File: config.mk
export PLATFORM = sky130hd
export DESIGN_NAME = slew_ramp_auto_return
export DESIGN_NICKNAME = d
export VERILOG_FILES = /design/src/rtl/core/sra_pkg.sv /design/src/rtl/core/sra_div.sv /design/src/rtl/core/slew_ramp_auto_return.sv
export SDC_FILE = /design/constraint.sdc
export NUM_CORES = 1
export LEC_CHECK = 0
export BUFFER_PORTS_ARGS = -buffer_cell sky130_fd_sc_hd__buf_4
export CAP_MARGIN = 20
export CORE_ASPECT_RATIO = 0.6
export CORE_MARGIN = 2
export CORE_UTILIZATION = 53
export CTS_CLUSTER_SIZE = 12
export DETAILED_ROUTE_END_ITERATION = 10
export GPL_ROUTABILITY_DRIVEN = 0
export MAX_ROUTING_LAYER = met4
export PLACE_DENSITY = 0.71
export SLEW_MARGIN = 5
export SYNTH_ARGS = -nofsm -noshare
export SYNTH_HDL_FRONTEND = slang
export SYNTH_SLANG_ARGS = --single-unit
File: constraint.sdc
create_clock -name clk -period 6.3 [get_ports clk]
set_input_delay 1.575 -clock clk [delete_from_list [all_inputs] [get_ports clk]]
set_output_delay 1.575 -clock clk [all_outputs]
set_load 0.1 [all_outputs]
File: src/rtl/core/sra_pkg.sv
// ----------------------------------------------------------------------------
// sra_pkg
// Shared constants for the slew ramp with dwell timer and auto-return.
// ----------------------------------------------------------------------------
package sra_pkg;

    // default fraction bits of the position and time formats
    localparam int FRAC_BITS_DEF = 16;
    // integer bits of the time format (Q8.FRAC_BITS seconds)
    localparam int TIME_INT_BITS = 8;

    // request kinds
    localparam logic REQ_TICK = 1'b0;
    localparam logic REQ_SET  = 1'b1;

    // configuration register indexes
    localparam int CFG_IDX_W = 1;
    localparam logic [CFG_IDX_W-1:0] CFG_DURATION = 1'b0;
    localparam logic [CFG_IDX_W-1:0] CFG_DELAY    = 1'b1;

endpackage

File: src/rtl/core/sra_div.sv
// ----------------------------------------------------------------------------
// sra_div
// Radix-2 restoring divider: step size = (dividend << FRAC_BITS) / divisor,
// or one at two and up. One quotient bit per cycle on a shared subtractor.
// ----------------------------------------------------------------------------
module sra_div #(
    parameter int FRAC_BITS = sra_pkg::FRAC_BITS_DEF
) (
    input  logic                                        clk,
    input  logic                                        rst_n,
    input  logic                                        start,
    input  logic [FRAC_BITS+sra_pkg::TIME_INT_BITS-1:0] dividend,
    input  logic [FRAC_BITS+sra_pkg::TIME_INT_BITS-1:0] divisor,
    output logic                                        done,
    output logic [FRAC_BITS:0]                          quotient
);
    import sra_pkg::*;

    localparam int TIME_W = FRAC_BITS + TIME_INT_BITS;
    localparam int POS_W  = FRAC_BITS + 1;
    localparam int TOP    = FRAC_BITS + 1;
    localparam int CNT_W  = $clog2(FRAC_BITS + 2);
    localparam logic [POS_W-1:0] ONE_C = {1'b1, {FRAC_BITS{1'b0}}};

    logic              busy_reg, busy_next;
    logic              done_reg, done_next;
    logic [CNT_W-1:0]  cnt_reg, cnt_next;
    logic [TIME_W:0]   rem_reg, rem_next;
    logic [TIME_W-1:0] dsr_reg, dsr_next;
    logic [POS_W-1:0]  quo_reg, quo_next;

    logic              phase_a, phase_b;
    logic [TIME_W+1:0] op_a, op_b;
    logic [TIME_W+2:0] diff;
    logic              ge;

    // first pass checks for overflow against twice the divisor,
    // second pass gives the integer bit, the rest shift in zeros
    assign phase_a = (cnt_reg == CNT_W'(TOP));
    assign phase_b = (cnt_reg == CNT_W'(TOP - 1));
    assign op_a = (phase_a || phase_b) ? {1'b0, rem_reg} : {rem_reg, 1'b0};
    assign op_b = phase_a ? {1'b0, dsr_reg, 1'b0} : {2'b00, dsr_reg};
    assign diff = {1'b0, op_a} - {1'b0, op_b};
    assign ge   = !diff[TIME_W+2];

    always_comb
    begin
        busy_next = busy_reg;
        done_next = 1'b0;
        cnt_next  = cnt_reg;
        rem_next  = rem_reg;
        dsr_next  = dsr_reg;
        quo_next  = quo_reg;
        if (start)
        begin
            busy_next = 1'b1;
            cnt_next  = CNT_W'(TOP);
            rem_next  = {1'b0, dividend};
            dsr_next  = divisor;
            quo_next  = '0;
        end
        else if (busy_reg)
        begin
            rem_next = ge ? diff[TIME_W:0] : op_a[TIME_W:0];
            if (phase_a)
            begin
                if (ge)
                begin
                    quo_next  = ONE_C;
                    busy_next = 1'b0;
                    done_next = 1'b1;
                end
            end
            else
            begin
                quo_next = {quo_reg[POS_W-2:0], ge};
            end
            if (cnt_reg == '0)
            begin
                busy_next = 1'b0;
                done_next = 1'b1;
            end
            else
            begin
                cnt_next = cnt_reg - CNT_W'(1);
            end
        end
    end

    always_ff @(posedge clk or negedge rst_n)
    begin
        if (!rst_n)
        begin
            busy_reg <= 1'b0;
            done_reg <= 1'b0;
            cnt_reg  <= '0;
        end
        else
        begin
            busy_reg <= busy_next;
            done_reg <= done_next;
            cnt_reg  <= cnt_next;
        end
    end

    always_ff @(posedge clk)
    begin
        rem_reg <= rem_next;
        dsr_reg <= dsr_next;
        quo_reg <= quo_next;
    end

    assign done     = done_reg;
    assign quotient = quo_reg;

endmodule

File: src/rtl/core/slew_ramp_auto_return.sv
// ----------------------------------------------------------------------------
// slew_ramp_auto_return
// Slew-rate limited position with dwell timer and automatic return to zero.
// ----------------------------------------------------------------------------
// One request at a time. A set request or a tick with zero elapsed time goes
// straight to the output state. A tick with nonzero elapsed time first waits
// for the step size from a radix-2 divider that makes an overflow pass and
// then one quotient bit per cycle, FRAC_BITS+2 passes in all, and flags
// completion from a register; it stops after the first pass when the elapsed
// time is at least twice the travel time. The position move, the dwell timer
// update and the result load follow in their own states, in that order; the
// load waits while an earlier result is untaken. A finished result sits in an
// output register, so the next request can be accepted while it waits to be taken.
module slew_ramp_auto_return #(
    parameter int FRAC_BITS = sra_pkg::FRAC_BITS_DEF
) (
    input  logic                                        clk,
    input  logic                                        rst_n,
    input  logic                                        in_valid,
    output logic                                        in_ready,
    input  logic                                        req_type,
    input  logic [FRAC_BITS+sra_pkg::TIME_INT_BITS-1:0] elapsed,
    input  logic [FRAC_BITS:0]                          new_target,
    output logic                                        out_valid,
    input  logic                                        out_ready,
    output logic [FRAC_BITS:0]                          position,
    output logic [FRAC_BITS:0]                          goal,
    output logic                                        auto_returned,
    input  logic                                        cfg_valid,
    output logic                                        cfg_ready,
    input  logic [sra_pkg::CFG_IDX_W-1:0]               cfg_index,
    input  logic [FRAC_BITS+sra_pkg::TIME_INT_BITS-1:0] cfg_data
);
    import sra_pkg::*;

    localparam int TIME_W = FRAC_BITS + TIME_INT_BITS;
    localparam int POS_W  = FRAC_BITS + 1;

    localparam int ONE_V     = 1 << FRAC_BITS;
    localparam int DEF_DUR_V = (ONE_V * 4 + 2) / 5;
    localparam int MIN_DUR_V = (ONE_V + 9999) / 10000;
    localparam int HALF_V    = ONE_V / 2;
    localparam int NEAR_V    = ONE_V - ONE_V / 1000;

    localparam logic [POS_W-1:0]  ONE_C     = POS_W'(ONE_V);
    localparam logic [POS_W-1:0]  HALF_C    = POS_W'(HALF_V);
    localparam logic [POS_W-1:0]  NEAR_C    = POS_W'(NEAR_V);
    localparam logic [TIME_W-1:0] DEF_DUR_C = TIME_W'(DEF_DUR_V);
    localparam logic [TIME_W-1:0] MIN_DUR_C = TIME_W'(MIN_DUR_V);

    localparam logic [2:0] S_IDLE  = 3'd0;
    localparam logic [2:0] S_DIV   = 3'd1;
    localparam logic [2:0] S_MOVE  = 3'd2;
    localparam logic [2:0] S_DWELL = 3'd3;
    localparam logic [2:0] S_OUT   = 3'd4;

    logic [2:0]        state_reg, state_next;
    logic [TIME_W-1:0] duration_reg, duration_next;
    logic [TIME_W-1:0] delay_reg, delay_next;
    logic [POS_W-1:0]  position_reg, position_next;
    logic [POS_W-1:0]  target_reg, target_next;
    logic [TIME_W-1:0] dwell_reg, dwell_next;
    logic              ret_reg, ret_next;
    logic [TIME_W-1:0] elapsed_reg, elapsed_next;
    logic              out_valid_reg, out_valid_next;
    logic [POS_W-1:0]  out_pos_reg, out_pos_next;
    logic [POS_W-1:0]  out_goal_reg, out_goal_next;
    logic              out_ret_reg, out_ret_next;

    logic              in_accept;
    logic              cfg_accept;
    logic              tick_go;
    logic [TIME_W-1:0] dur_eff;
    logic              div_done;
    logic [POS_W-1:0]  div_quo;
    logic [POS_W-1:0]  step;
    logic [POS_W:0]    up_sum;
    logic [POS_W-1:0]  gap;
    logic [TIME_W:0]   dwell_sum;
    logic [TIME_W-1:0] dwell_sat;
    logic              dwell_on;

    assign in_ready   = (state_reg == S_IDLE);
    assign in_accept  = in_valid && in_ready;
    assign cfg_ready  = 1'b1;
    assign cfg_accept = cfg_valid && cfg_ready;
    assign tick_go    = in_accept && (req_type == REQ_TICK) && (elapsed != '0);

    // very short travel times fall back to the default
    assign dur_eff = (duration_reg < MIN_DUR_C) ? DEF_DUR_C : duration_reg;

    sra_div #(
        .FRAC_BITS (FRAC_BITS)
    ) u_div (
        .clk      (clk),
        .rst_n    (rst_n),
        .start    (tick_go),
        .dividend (elapsed),
        .divisor  (dur_eff),
        .done     (div_done),
        .quotient (div_quo)
    );

    assign step      = (div_quo > ONE_C) ? ONE_C : div_quo;
    assign up_sum    = {1'b0, position_reg} + {1'b0, step};
    assign gap       = position_reg - target_reg;
    assign dwell_sum = {1'b0, dwell_reg} + {1'b0, elapsed_reg};
    assign dwell_sat = dwell_sum[TIME_W] ? {TIME_W{1'b1}} : dwell_sum[TIME_W-1:0];
    assign dwell_on  = (delay_reg != '0) && (target_reg >= HALF_C)
                       && (position_reg >= NEAR_C);

    always_comb
    begin
        state_next     = state_reg;
        duration_next  = duration_reg;
        delay_next     = delay_reg;
        position_next  = position_reg;
        target_next    = target_reg;
        dwell_next     = dwell_reg;
        ret_next       = ret_reg;
        elapsed_next   = elapsed_reg;
        out_valid_next = out_valid_reg;
        out_pos_next   = out_pos_reg;
        out_goal_next  = out_goal_reg;
        out_ret_next   = out_ret_reg;

        if (cfg_accept)
        begin
            case (cfg_index)
                CFG_DURATION: duration_next = cfg_data;
                CFG_DELAY:    delay_next    = cfg_data;
                default:      ;
            endcase
        end

        if (out_valid_reg && out_ready)
        begin
            out_valid_next = 1'b0;
        end

        case (state_reg)
            S_IDLE:
            begin
                if (in_accept)
                begin
                    ret_next     = 1'b0;
                    elapsed_next = elapsed;
                    if (req_type == REQ_SET)
                    begin
                        target_next = (new_target > ONE_C) ? ONE_C : new_target;
                        state_next  = S_OUT;
                    end
                    else if (tick_go)
                    begin
                        state_next = S_DIV;
                    end
                    else
                    begin
                        state_next = S_OUT;
                    end
                end
            end
            S_DIV:
            begin
                if (div_done)
                begin
                    state_next = S_MOVE;
                end
            end
            S_MOVE:
            begin
                // move toward the target without passing it
                if (position_reg < target_reg)
                begin
                    position_next = (up_sum > {1'b0, target_reg}) ? target_reg
                                                                   : up_sum[POS_W-1:0];
                end
                else if (position_reg > target_reg)
                begin
                    position_next = (gap <= step) ? target_reg : position_reg - step;
                end
                state_next = S_DWELL;
            end
            S_DWELL:
            begin
                if (dwell_on)
                begin
                    if (dwell_sat >= delay_reg)
                    begin
                        target_next = '0;
                        dwell_next  = '0;
                        ret_next    = 1'b1;
                    end
                    else
                    begin
                        dwell_next = dwell_sat;
                    end
                end
                else
                begin
                    dwell_next = '0;
                end
                state_next = S_OUT;
            end
            S_OUT:
            begin
                if (!out_valid_reg || out_ready)
                begin
                    out_valid_next = 1'b1;
                    out_pos_next   = position_reg;
                    out_goal_next  = target_reg;
                    out_ret_next   = ret_reg;
                    state_next     = S_IDLE;
                end
            end
            default:
            begin
                state_next = S_IDLE;
            end
        endcase
    end

    always_ff @(posedge clk or negedge rst_n)
    begin
        if (!rst_n)
        begin
            state_reg     <= S_IDLE;
            duration_reg  <= DEF_DUR_C;
            delay_reg     <= '0;
            position_reg  <= '0;
            target_reg    <= '0;
            dwell_reg     <= '0;
            ret_reg       <= 1'b0;
            out_valid_reg <= 1'b0;
        end
        else
        begin
            state_reg     <= state_next;
            duration_reg  <= duration_next;
            delay_reg     <= delay_next;
            position_reg  <= position_next;
            target_reg    <= target_next;
            dwell_reg     <= dwell_next;
            ret_reg       <= ret_next;
            out_valid_reg <= out_valid_next;
        end
    end

    always_ff @(posedge clk)
    begin
        elapsed_reg  <= elapsed_next;
        out_pos_reg  <= out_pos_next;
        out_goal_reg <= out_goal_next;
        out_ret_reg  <= out_ret_next;
    end

    assign out_valid     = out_valid_reg;
    assign position      = out_pos_reg;
    assign goal          = out_goal_reg;
    assign auto_returned = out_ret_reg;

    a_busy_after_request: assert property (@(posedge clk) disable iff (!rst_n)
        in_accept |=> !in_ready)
        else $error("request accepted while a previous one is in flight");

    a_pos_in_range: assert property (@(posedge clk) disable iff (!rst_n)
        (position_reg <= ONE_C) && (target_reg <= ONE_C))
        else $error("position or target beyond full travel");

    a_div_done_in_div: assert property (@(posedge clk) disable iff (!rst_n)
        div_done |-> (state_reg == S_DIV))
        else $error("divider finished outside the divide phase");

    a_return_clears: assert property (@(posedge clk) disable iff (!rst_n)
        (state_reg == S_DWELL && ret_next) |=> (dwell_reg == '0 && target_reg == '0))
        else $error("auto-return did not clear timer and target");

    a_returned_goal_zero: assert property (@(posedge clk) disable iff (!rst_n)
        (out_valid_reg && out_ret_reg) |-> (out_goal_reg == '0))
        else $error("auto-return reported with nonzero goal");

endmodule

==> reports/results.ini, run 1 <==
[pwr]
p_per_area_nw_per_um2=192
clockPowerShare_pct=44.5
switchingPower_uw=817
sw_frac_of_total_pct=23.1
peakVddDrop_uv=202
seqPwrFrac_pct=49.8
combPwrFrac_pct=5.7
p_leak_uw=0.00828
p_int_uw=2720

[drt]
drtIter0Drc=1648
drt_first_pass_iters=6
drc=0
ant_nets=0
wl_per_cell_um=22.1
via_per_inst=6.25
finalWirelength_mm=48.0
via_count=13600

[min_path]
holdCritStartpoint=duration_reg[19]$_DFFE_PN0P_
hold_path.class=flop to flop
hold_depth=0

[cells_and_area]
finalNonFillerCells=2171
final_layout_size_suffix_gt1_share_pct=16.3
syn_to_final_growth_pct=12.9
fin_util_pct=61.1
multiInputGateArea_um2=9110
n_antenna_cell=0
fill_cells=2496
register_area_um2=6540
final_nets=1980
largest_reg_flops=34

[synthesis]
yosys_warnings=0
synth_flop_cell=dfrtp_1
synth_edf_count=107
yosys.area.top_type=edfxtp_1
synth.top_cells.by_area=edfxtp_1 (20%), dfrtp_1 (17%), ha_1 (12%), mux2_2 (4.9%), nand2_1 (3.4%)
ys_ff_latch=243
netlist_instances=1656
syn_area_per_cell_um2=9.84
ys_types=81
seq_area_frac_synth_pct=40.1
syn_nets=1893
async_reset_ff_share_pct=48.6
synthesis.area_um2=16300
synth_top_cell_area_share_pct=19.7

[worst_setup_path]
path_max_fanout=16
cp-start-kind=flop
r2r_cells=20
crit_arrival_ns=6.45
critical_path_class=flop to flop
crit_start=u_div.quotient[11]$_SDFFE_PP0P_
required_ns=6.73
rrSetupSlack_ns=0.28
r2r_start=u_div.quotient[11]$_SDFFE_PP0P_
cp-end-kind=flop

[floorplanning]
dieArea_um2=32200
start_util_pct=54.1
die_h_um=140
fp.dieW_um=230
fp.coreArea_um2=30100
row_count=49
io_pins=110

[placement]
place_inst=2121
io_buffers=108
dp_hpwl_mm=37.2

[clocking]
post_cts_buffers=0
cts_buffers=26
cts_tree=yes
clkTransAtPathRegs_ns=0.06
clock_latency_ns=0.55
clkSinkCount=243
cts_max_level=1
cts.path.max_buffers=3
clock-root-buffer=clkbuf_16

[timing]
slew_headroom_pct=30.4
whs_ns=0.481
max_freq_mhz=166
setup_tns_ns=0
fin_crit_sh_pct=95.5
slew_violations=0
tightestPinTransition_ns=1.04
setup_viol=0
hold_viol=0
fin_skew_ns=0.0125
rsz0062_at_grt=no
fin_crit_ns=6.02

[grt]
grt_pass1_vias=12300
grt.total_usage_pct=30.3
grt_pass1_wl_mm=72.8
antenna_found_initial=1
grt_max_degree=65
grt_overflow=0

[outcome]
status=completed

[flow_run]
maxCapViolCount=0

[placed cells by master (no fill, tap or decap), types with 62 or more instances in the layout]
| cell type | Yosys | routed |
|---|---|---|
| ha_1 | 160 | 160 |
| edfxtp_1 | 107 | 107 |
| mux2_2 | 71 | 71 |
| dfrtp_1 | 109 | 109 |
| a21oi_1 | 95 | 95 |
| nor2_1 | 110 | 110 |
| inv_1 | 105 | 105 |
| nand2_1 | 146 | 146 |
| o21ai_0 | 63 | 62 |
| buf_4 | 4 | 130 |
[cell usage after synthesis, types with 21 or more instances]
cell type / instances
xnor2_1: 46
clkbuf_1: 56
nor4_1: 30
nand2b_1: 21
nand2_1: 146
edfxtp_1: 107
nand3_1: 27
a21oi_1: 95
nor2_1: 110
a22o_1: 55
a31oi_1: 34
mux2_2: 71
nor3_1: 23
ha_1: 160
mux2i_1: 26
dfrtp_1: 109
o21ai_0: 63
a21o_1: 36
inv_1: 105
[cell type report]
class / count / area share (%)
clock inverter: 4 / 0.313
tap: 408 / 2.77
inverter: 105 / 2.14
multi-input combinational: 1237 / 49.5
sequential: 243 / 35.5
timing repair buffer: 130 / 5.30
clock buffer: 44 / 4.41
[metal layers]
layer / part of all wire, % / vias up / track usage (%)
li1: - / 6308 / -
met1: 50 / 6487 / 50.3
met2: 36 / 730 / 35.4
met3: 13 / 53 / 8.14
met4: 1.6 / 0 / 4.65
met5: 0 / - / -
[stage by stage]
stage	total power [uW]	worst slack, ns	area [um^2]
floorplan	1870	1.25	16300
global route	3640	0.0197	18400
finish	3540	0.284	18400
global placement	1980	0.295	17500
detailed placement	1990	0.289	17500
CTS	3540	0.145	18400
[path summary, 6_finish.rpt]
| kind | to |
|---|---|
| max in group asynchronous | delay_reg[4]$_DFFE_PN0P_ |
| min reg2reg | u_div.dsr_reg[19]$_SDFFCE_PN0P_ |
| max reg2reg | position_reg[3]$_DFFE_PN0P_ |
| min | u_div.dsr_reg[19]$_SDFFCE_PN0P_ |
| min in group asynchronous | position_reg[12]$_DFFE_PN0P_ |
| max | position_reg[3]$_DFFE_PN0P_ |
[cells by family (layout without fill, tap and decap cells)]
family	Yosys count	after routing	share of synthesized area, %
simple gates	462	462	13.6
compound gates	447	447	19.2
flops	243	243	40.1
buf+inv	176	283	4.21
fa+ha+maj	165	165	12.9
mux	97	97	6.50
xor+xnor	65	65	3.49
other cells	1	1	0.0230
[repair_timing]
action,CTS,global route
resized for setup,0,5
hold buffers,0,0
setup endpoints to repair,0,16
[power by group through the flow]
stage / logic (uW) / clock network, uW / registers (uW)
finish: 203 / 1570 / 1760
global route: 222 / 1650 / 1770
CTS: 201 / 1590 / 1760
detailed placement: 199 / 0 / 1790
global placement: 195 / 0 / 1790
floorplan: 111 / 0 / 1760
[critical path, cell delays in order, from the launching register on]
cell      delay, ns
dfxtp_1        0.35
nor4_1         0.48
a41o_2         0.40
nand2_1        0.14
ha_1           0.35
inv_1          0.14
a21oi_1        0.10
a211oi_2       0.35
o21ai_0        0.30
xnor2_1        0.23
ha_1           0.33
nand4_1        0.16
nor3_1         0.67
o21ai_0        0.35
a31oi_1        0.41
o21ai_1        0.23
nand3_4        0.24
buf_4          0.24
nor2_1         0.06
o311ai_1       0.27
nand2_1        0.08
Power figures use the tool's default switching activity.
==> inputs of run 2 (changes only) <==
--- a/config.mk
+++ b/config.mk
@@ -14,4 +14,5 @@
 export DETAILED_ROUTE_END_ITERATION = 10
 export GPL_ROUTABILITY_DRIVEN = 0
+export HOLD_SLACK_MARGIN = 0.15
 export MAX_ROUTING_LAYER = met4
 export PLACE_DENSITY = 0.71
==> constraint.sdc (replaced) <==
create_clock -name clk -period 6.3 [get_ports clk]
set_input_delay 1.26 -clock clk [delete_from_list [all_inputs] [get_ports clk]]
set_output_delay 1.26 -clock clk [all_outputs]
set_load 0.1 [all_outputs]
==> run 2 against run 1 <==
Non-clock buffer count did not move. Global-route usage rose by 0.43 points. Clock skew rose by 0.0095 ns. Sequential share of layout area barely moved. Setup slack improved by 0.22 ns.
==> reports/results.ini, run 2 (same netlist as run 1, synthesis figures left out) <==
[timing]
setup_viol=0  ; unchanged
fin_skew_ns=0.0219  ; +0.00948 ns
setup_tns_ns=0  ; unchanged
slew_violations=0  ; unchanged
max_freq_mhz=172  ; +3.7%
fin_crit_sh_pct=92.1  ; -3.4 points
finalWorstSetupSlack_ns=0.500  ; +0.216 ns
tightestPinTransition_ns=1.02  ; -0.0235 ns
hold_viol=0  ; unchanged
slew_headroom_pct=31.9  ; +1.5 points
rsz0062_at_grt=no
fin_crit_ns=5.80  ; -0.216 ns

[worst_setup_path]
slowest_delay_ns=0.48  ; -0.19 ns
crit_cells=20  ; unchanged
crit_arrival_ns=6.25  ; -0.20 ns
crit_buf_inv=2  ; unchanged
r2r_cells=20  ; unchanged
cp_slowest_cell=a211oi_1
cp-end-kind=flop
critical_path_class=flop to flop
crit_family=compound AO/OA/AOI/OAI gates
required_ns=6.75  ; +0.02 ns
path_cells=nor4_1, a41o_2, nand2_1, ha_1, inv_1, a21oi_1, a211oi_1, o21ai_0, xnor2_1, ha_1, nand4_1, nor3_2, o21ai_0, a31oi_1, o21ai_1, nand3_4, buf_4, nor2_1, o311ai_1, nand2_1
path_max_fanout=16  ; unchanged
cp-start-kind=flop

[clocking]
clock_latency_ns=0.57  ; +0.02 ns
clkTransAtPathRegs_ns=0.06  ; about the same
post_cts_buffers=0  ; unchanged
clkSinkCount=243  ; unchanged
cts_max_level=1  ; unchanged
cts_tree=yes
cts_buffers=26  ; unchanged
hold_buffers=0  ; unchanged
cts_resized=0  ; unchanged
clock-root-buffer=clkbuf_16
cts.path.max_buffers=3  ; unchanged

[floorplanning]
fp.coreArea_um2=30100  ; unchanged
io_pins=110  ; unchanged
dieArea_um2=32200  ; unchanged
die_h_um=140  ; unchanged
row_count=49  ; unchanged
start_util_pct=54.1  ; unchanged
fp.dieW_um=230  ; unchanged

[cells_and_area]
final_layout_size_suffix_gt1_share_pct=16.2  ; -0.11 points
final_cell_mix=ha_1 (160), nand2_1 (146), buf_4 (129)
syn_to_final_growth_pct=12.8  ; about the same
n_antenna_cell=0  ; unchanged
largest_reg_flops=34  ; unchanged
fin_area_um2=18400  ; about the same
final_nets=1980  ; unchanged
finalNonFillerCells=2171  ; unchanged
fin_util_pct=61.1  ; about the same
layout_commonest_cell=ha_1
fill_cells=2548  ; +2.1%

[pwr]
peakVddDrop_uv=227  ; +12%
p_leak_uw=0.00827  ; about the same
p_per_area_nw_per_um2=191  ; -0.63%

[drt]
drt_first_pass_iters=6  ; unchanged
wl_per_cell_um=22.4  ; +0.99%
ant_nets=0  ; unchanged
finalWirelength_mm=48.5  ; +0.99%
via_per_inst=6.30  ; +0.80%
via_count=13700  ; +0.80%
drc=0  ; unchanged
drtIter0Drc=1488  ; -9.7%

[grt]
grt.total_usage_pct=30.7  ; +0.43 points
grt_overflow=0  ; unchanged
grt_pass1_wl_mm=74.0  ; +1.7%
grt_max_degree=65  ; unchanged
antenna_found_initial=0  ; -1
grt_pass1_vias=12400  ; +1.3%

[placement]
io_buffers=108  ; unchanged
place_inst=2121  ; unchanged
pre_cts_ws_ns=0.286  ; -0.00341 ns
placed_cell_area_um2=17500  ; unchanged
dp_hpwl_mm=37.1  ; -0.29%

[min_path]
hold_path.class=flop to flop
hold_depth=0  ; unchanged

[outcome]
status=completed

[flow_run]
maxCapViolCount=0  ; unchanged

==> run 2: cell type report <==
class,count,area [um^2],area share [%]
Inverter,105,394,2.14
Multi-Input combinational cell,1237,9110,49.5
Timing Repair Buffer,130,996,5.42
Clock buffer,42,762,4.14
Tap cell,408,510,2.78
Clock inverter,6,80.1,0.435
Sequential cell,243,6540,35.5
==> run 2: final timing paths <==
path | startpoint | to | slack (ns)
worst max-delay path | u_div.quotient[11]$_SDFFE_PP0P_ | position_reg[3]$_DFFE_PN0P_ | 0.50
worst min-delay path | duration_reg[19]$_DFFE_PN0P_ | u_div.dsr_reg[19]$_SDFFCE_PN0P_ | 0.48
worst max register to register | u_div.quotient[11]$_SDFFE_PP0P_ | position_reg[3]$_DFFE_PN0P_ | 0.50
max in group asynchronous | rst_n | u_div.cnt_reg[0]$_DFFE_PN0P_ | 4.17
worst min register to register | duration_reg[19]$_DFFE_PN0P_ | u_div.dsr_reg[19]$_SDFFCE_PN0P_ | 0.48
min in group asynchronous | rst_n | position_reg[12]$_DFFE_PN0P_ | 0.84
==> run 2: metal layers <==
layer	wire length [um]	share of wire (%)	GRT usage, %	vias to the layer above
met3	5930	12	9.59	64
met4	820	1.7	5.60	0
met1	24400	50	49.9	6628
li1	-	-	-	6317
met5	0	0	-	-
met2	17400	36	35.7	677
==> run 2: report_power, final <==
part,switching [uW],leakage [uW],internal (uW)
Sequential,54.8,0.00270,1710
Clock,673,0.000408,873
Combinational,107,0.00517,101
==> run 2: worst reg2reg max path, delay by kind of cell, from the launching register on <==
| family | cells | cell delay, ns |
|---|---|---|
| AOI/OAI and AO/OA | 8 | 2.50 |
| xor gates and xnor gates | 1 | 0.23 |
| adders and majority gates | 2 | 0.68 |
| buffers and inverters | 2 | 0.38 |
| DFF | 1 | 0.34 |
| and+or+nand+nor | 7 | 1.56 |
==> run 2: stage by stage <==
stage / hold slack, ns / power, uW
6_report: 0.482 / 3510
5_1_grt: 0.497 / 3610
4_1_cts: 0.480 / 3520
3_5_place_dp: 0.465 / 1990
3_3_place_gp: 0.463 / 1980
2_1_floorplan: 0.426 / 1870
==> inputs of run 3 (changes only) <==
GPL_TIMING_DRIVEN = 0   (was unset)
==> run 3 against run 2 <==
Die area unchanged. Non-clock buffer count up 55. Critical path depth up 1. Final cell count up 2.5%. Cell area up 0.95%. Count of clock-buffer cells in the layout down 1. Worst hold slack better by 0.025 ns. Register-to-register slack worse by 0.23 ns. Combinational power about the same. Sequential cell count unchanged. Critical path type unchanged. Largest cell class unchanged.
==> reports/results.ini, run 3 (same netlist as run 1, synthesis figures left out) <==
[drt]
drt_first_pass_iters=6  ; unchanged
ant_nets=0  ; unchanged
drc=0  ; unchanged
wl_per_cell_um=22.6  ; +0.90%
via_count=13900  ; +1.6%
via_per_inst=6.25  ; -0.92%
finalWirelength_mm=50.2  ; +3.5%
drtIter0Drc=1653  ; +11%

[cells_and_area]
largest_reg_flops=34  ; unchanged
layout_commonest_cell=ha_1
final_nets=2034  ; +2.7%
final_layout_size_suffix_gt1_share_pct=15.6  ; -0.64 points
final_cell_mix=ha_1 (160), nand2_1 (146), buf_4 (116)
syn_to_final_growth_pct=13.9

[timing]
rsz0062_at_grt=no
finalWorstSetupSlack_ns=0.270  ; -0.230 ns
setup_viol=0  ; unchanged
fin_skew_ns=0.0117  ; -0.0102 ns
fin_crit_sh_pct=95.7  ; +3.7 points
tightestPinTransition_ns=0.974  ; -0.0434 ns
hold_viol=0  ; unchanged
max_freq_mhz=166  ; -3.8%
setup_tns_ns=0  ; unchanged
fin_crit_ns=6.03  ; +0.230 ns
slew_violations=0  ; unchanged
slew_headroom_pct=34.2  ; +2.3 points

[pwr]
seqPwrFrac_pct=50.7  ; +0.6 points
combPwrFrac_pct=5.9  ; about the same
p_leak_uw=0.00832  ; +0.54%
peakVddDrop_uv=188  ; -17%
p_int_uw=2670  ; -0.23%
p_per_area_nw_per_um2=187  ; -2.2%
switchingPower_uw=796  ; -4.8%
sw_frac_of_total_pct=22.9  ; -0.83 points
clockPowerShare_pct=43.4  ; -0.6 points

[grt]
grt_overflow=0  ; unchanged
grt_max_degree=78  ; +20%
antenna_found_initial=2  ; +2
grt_pass1_vias=12600  ; +1.5%
grt.total_usage_pct=32.1  ; +1.4 points
grt_pass1_wl_mm=76.5  ; +3.5%

[clocking]
cts.path.max_buffers=3  ; unchanged
clkSinkCount=243  ; unchanged
clkTransAtPathRegs_ns=0.06  ; about the same
clock-root-buffer=clkbuf_16
cts_buffers=25  ; -3.8%
clock_latency_ns=0.55  ; -0.02 ns
cts_max_level=1  ; unchanged
cts_tree=yes

[worst_setup_path]
cp-start-kind=flop
cp-end-kind=flop
required_ns=6.71  ; -0.04 ns
r2r_cells=21  ; +5.0%
crit_start=u_div.quotient[16]$_SDFFE_PP0P_
reg2reg_to=position_reg[3]$_DFFE_PN0P_
critical_path_class=flop to flop
crit_arrival_ns=6.44  ; +0.19 ns
rrSetupSlack_ns=0.27  ; -0.23 ns
path_max_fanout=10  ; -6
crit_path_end=position_reg[3]$_DFFE_PN0P_
r2r_start=u_div.quotient[16]$_SDFFE_PP0P_

[outcome]
status=completed

[min_path]
holdCritStartpoint=target_reg[5]$_DFFE_PN0P_
hold_path.class=flop to flop

[floorplanning]
start_util_pct=54.1  ; unchanged
row_count=49  ; unchanged
dieArea_um2=32200  ; unchanged
fp.dieW_um=230  ; unchanged
die_h_um=140  ; unchanged
fp.coreArea_um2=30100  ; unchanged
io_pins=110  ; unchanged

[placement]
dp_hpwl_mm=39.5  ; +6.6%
io_buffers=108  ; unchanged
pre_cts_ws_ns=0.0428  ; -0.243 ns

[flow_run]
maxCapViolCount=0  ; unchanged

[run 3: cell count changes in the layout (fill, tap and decap cells not counted), moves of 2 or more]
cell / previous run / this run
a311oi_2: 2 / 0
buf_1: 0 / 3
buf_2: 0 / 8
buf_4: 129 / 116
buf_8: 0 / 2
clkbuf_1: 12 / 62
clkbuf_16: 27 / 25
clkbuf_2: 0 / 4
diode_2: 0 / 2
[run 3: timing repair]
action / 4_1_cts / 5_1_grt
resized for setup: 2 / 10
hold endpoints to repair: 0 / 0
hold buffers: 0 / 0
setup endpoints to repair: 4 / 67
pin swaps: 0 / 1
setup buffers: 0 / 5
[run 3: per-stage QoR]
stage               power, uW  instance area, um^2  utilization (%)  hold slack (ns)  std cells
floorplan                1870                16300                -            0.426       1656
global placement         1980                17600             58.5            0.477       2172
detailed placement       1990                17700             58.8            0.493       2175
CTS                      3480                18500             61.4            0.509       2221
global route             3570                18600             61.7            0.527       2226
finish                   3470                18600             61.7            0.507       2226
[run 3: how the worst min path moves through the flow]
stage	end	slack (ns)	cells past startpoint
finish	goal[5]$_DFFE_PP_	0.51	0
global route	dwell_reg[5]$_DFFE_PN0P_	0.53	1
CTS	dwell_reg[0]$_DFFE_PN0P_	0.51	2
detailed placement	goal[5]$_DFFE_PP_	0.49	0
global placement	goal[5]$_DFFE_PP_	0.48	0
floorplan	auto_returned$_DFFE_PP_	0.43	0
[run 3: power groups by stage]
| stage | Sequential [uW] | Combinational [uW] | Clock (uW) |
|---|---|---|---|
| floorplan | 1760 | 111 | 0 |
| global placement | 1780 | 193 | 0 |
| detailed placement | 1790 | 202 | 0 |
| CTS | 1760 | 205 | 1520 |
| global route | 1760 | 229 | 1580 |
| finish | 1760 | 206 | 1500 |
[run 3: worst max-delay path: stages (launching register included)]
cell	delay [ns]
dfxtp_1	0.53
inv_1	0.24
nand2_1	0.20
ha_1	0.25
clkbuf_1	0.20
nand2b_1	0.22
a221oi_1	0.49
o211ai_1	0.32
a31oi_1	0.54
a21oi_1	0.14
o21bai_1	0.18
xnor2_1	0.14
ha_1	0.34
nand4_1	0.09
or2_2	0.32
a31oi_1	0.28
o21ai_0	0.25
nand3_2	0.26
buf_2	0.32
nor2_1	0.08
o311ai_1	0.37
nand2_1	0.10
[run 3: final cells by class]
class,instances,area (um^2)
clock buffer,41,716
buffer,68,285
fill,2519,11500
antenna,2,5.00
multi-input combinational,1237,9100
tap,408,510
clock inverter,5,88.8
sequential,243,6540
timing repair buffer,117,930
inverter,105,394
[run 3: layer usage]
metal | up-vias | wire [um] | global-route usage, %
met2 | 757 | 17600 | 36.9
met4 | 0 | 769 | 5.57
met5 | - | 0 | -
met1 | 6643 | 24500 | 50.8
met3 | 77 | 7270 | 13.0
li1 | 6426 | - | -
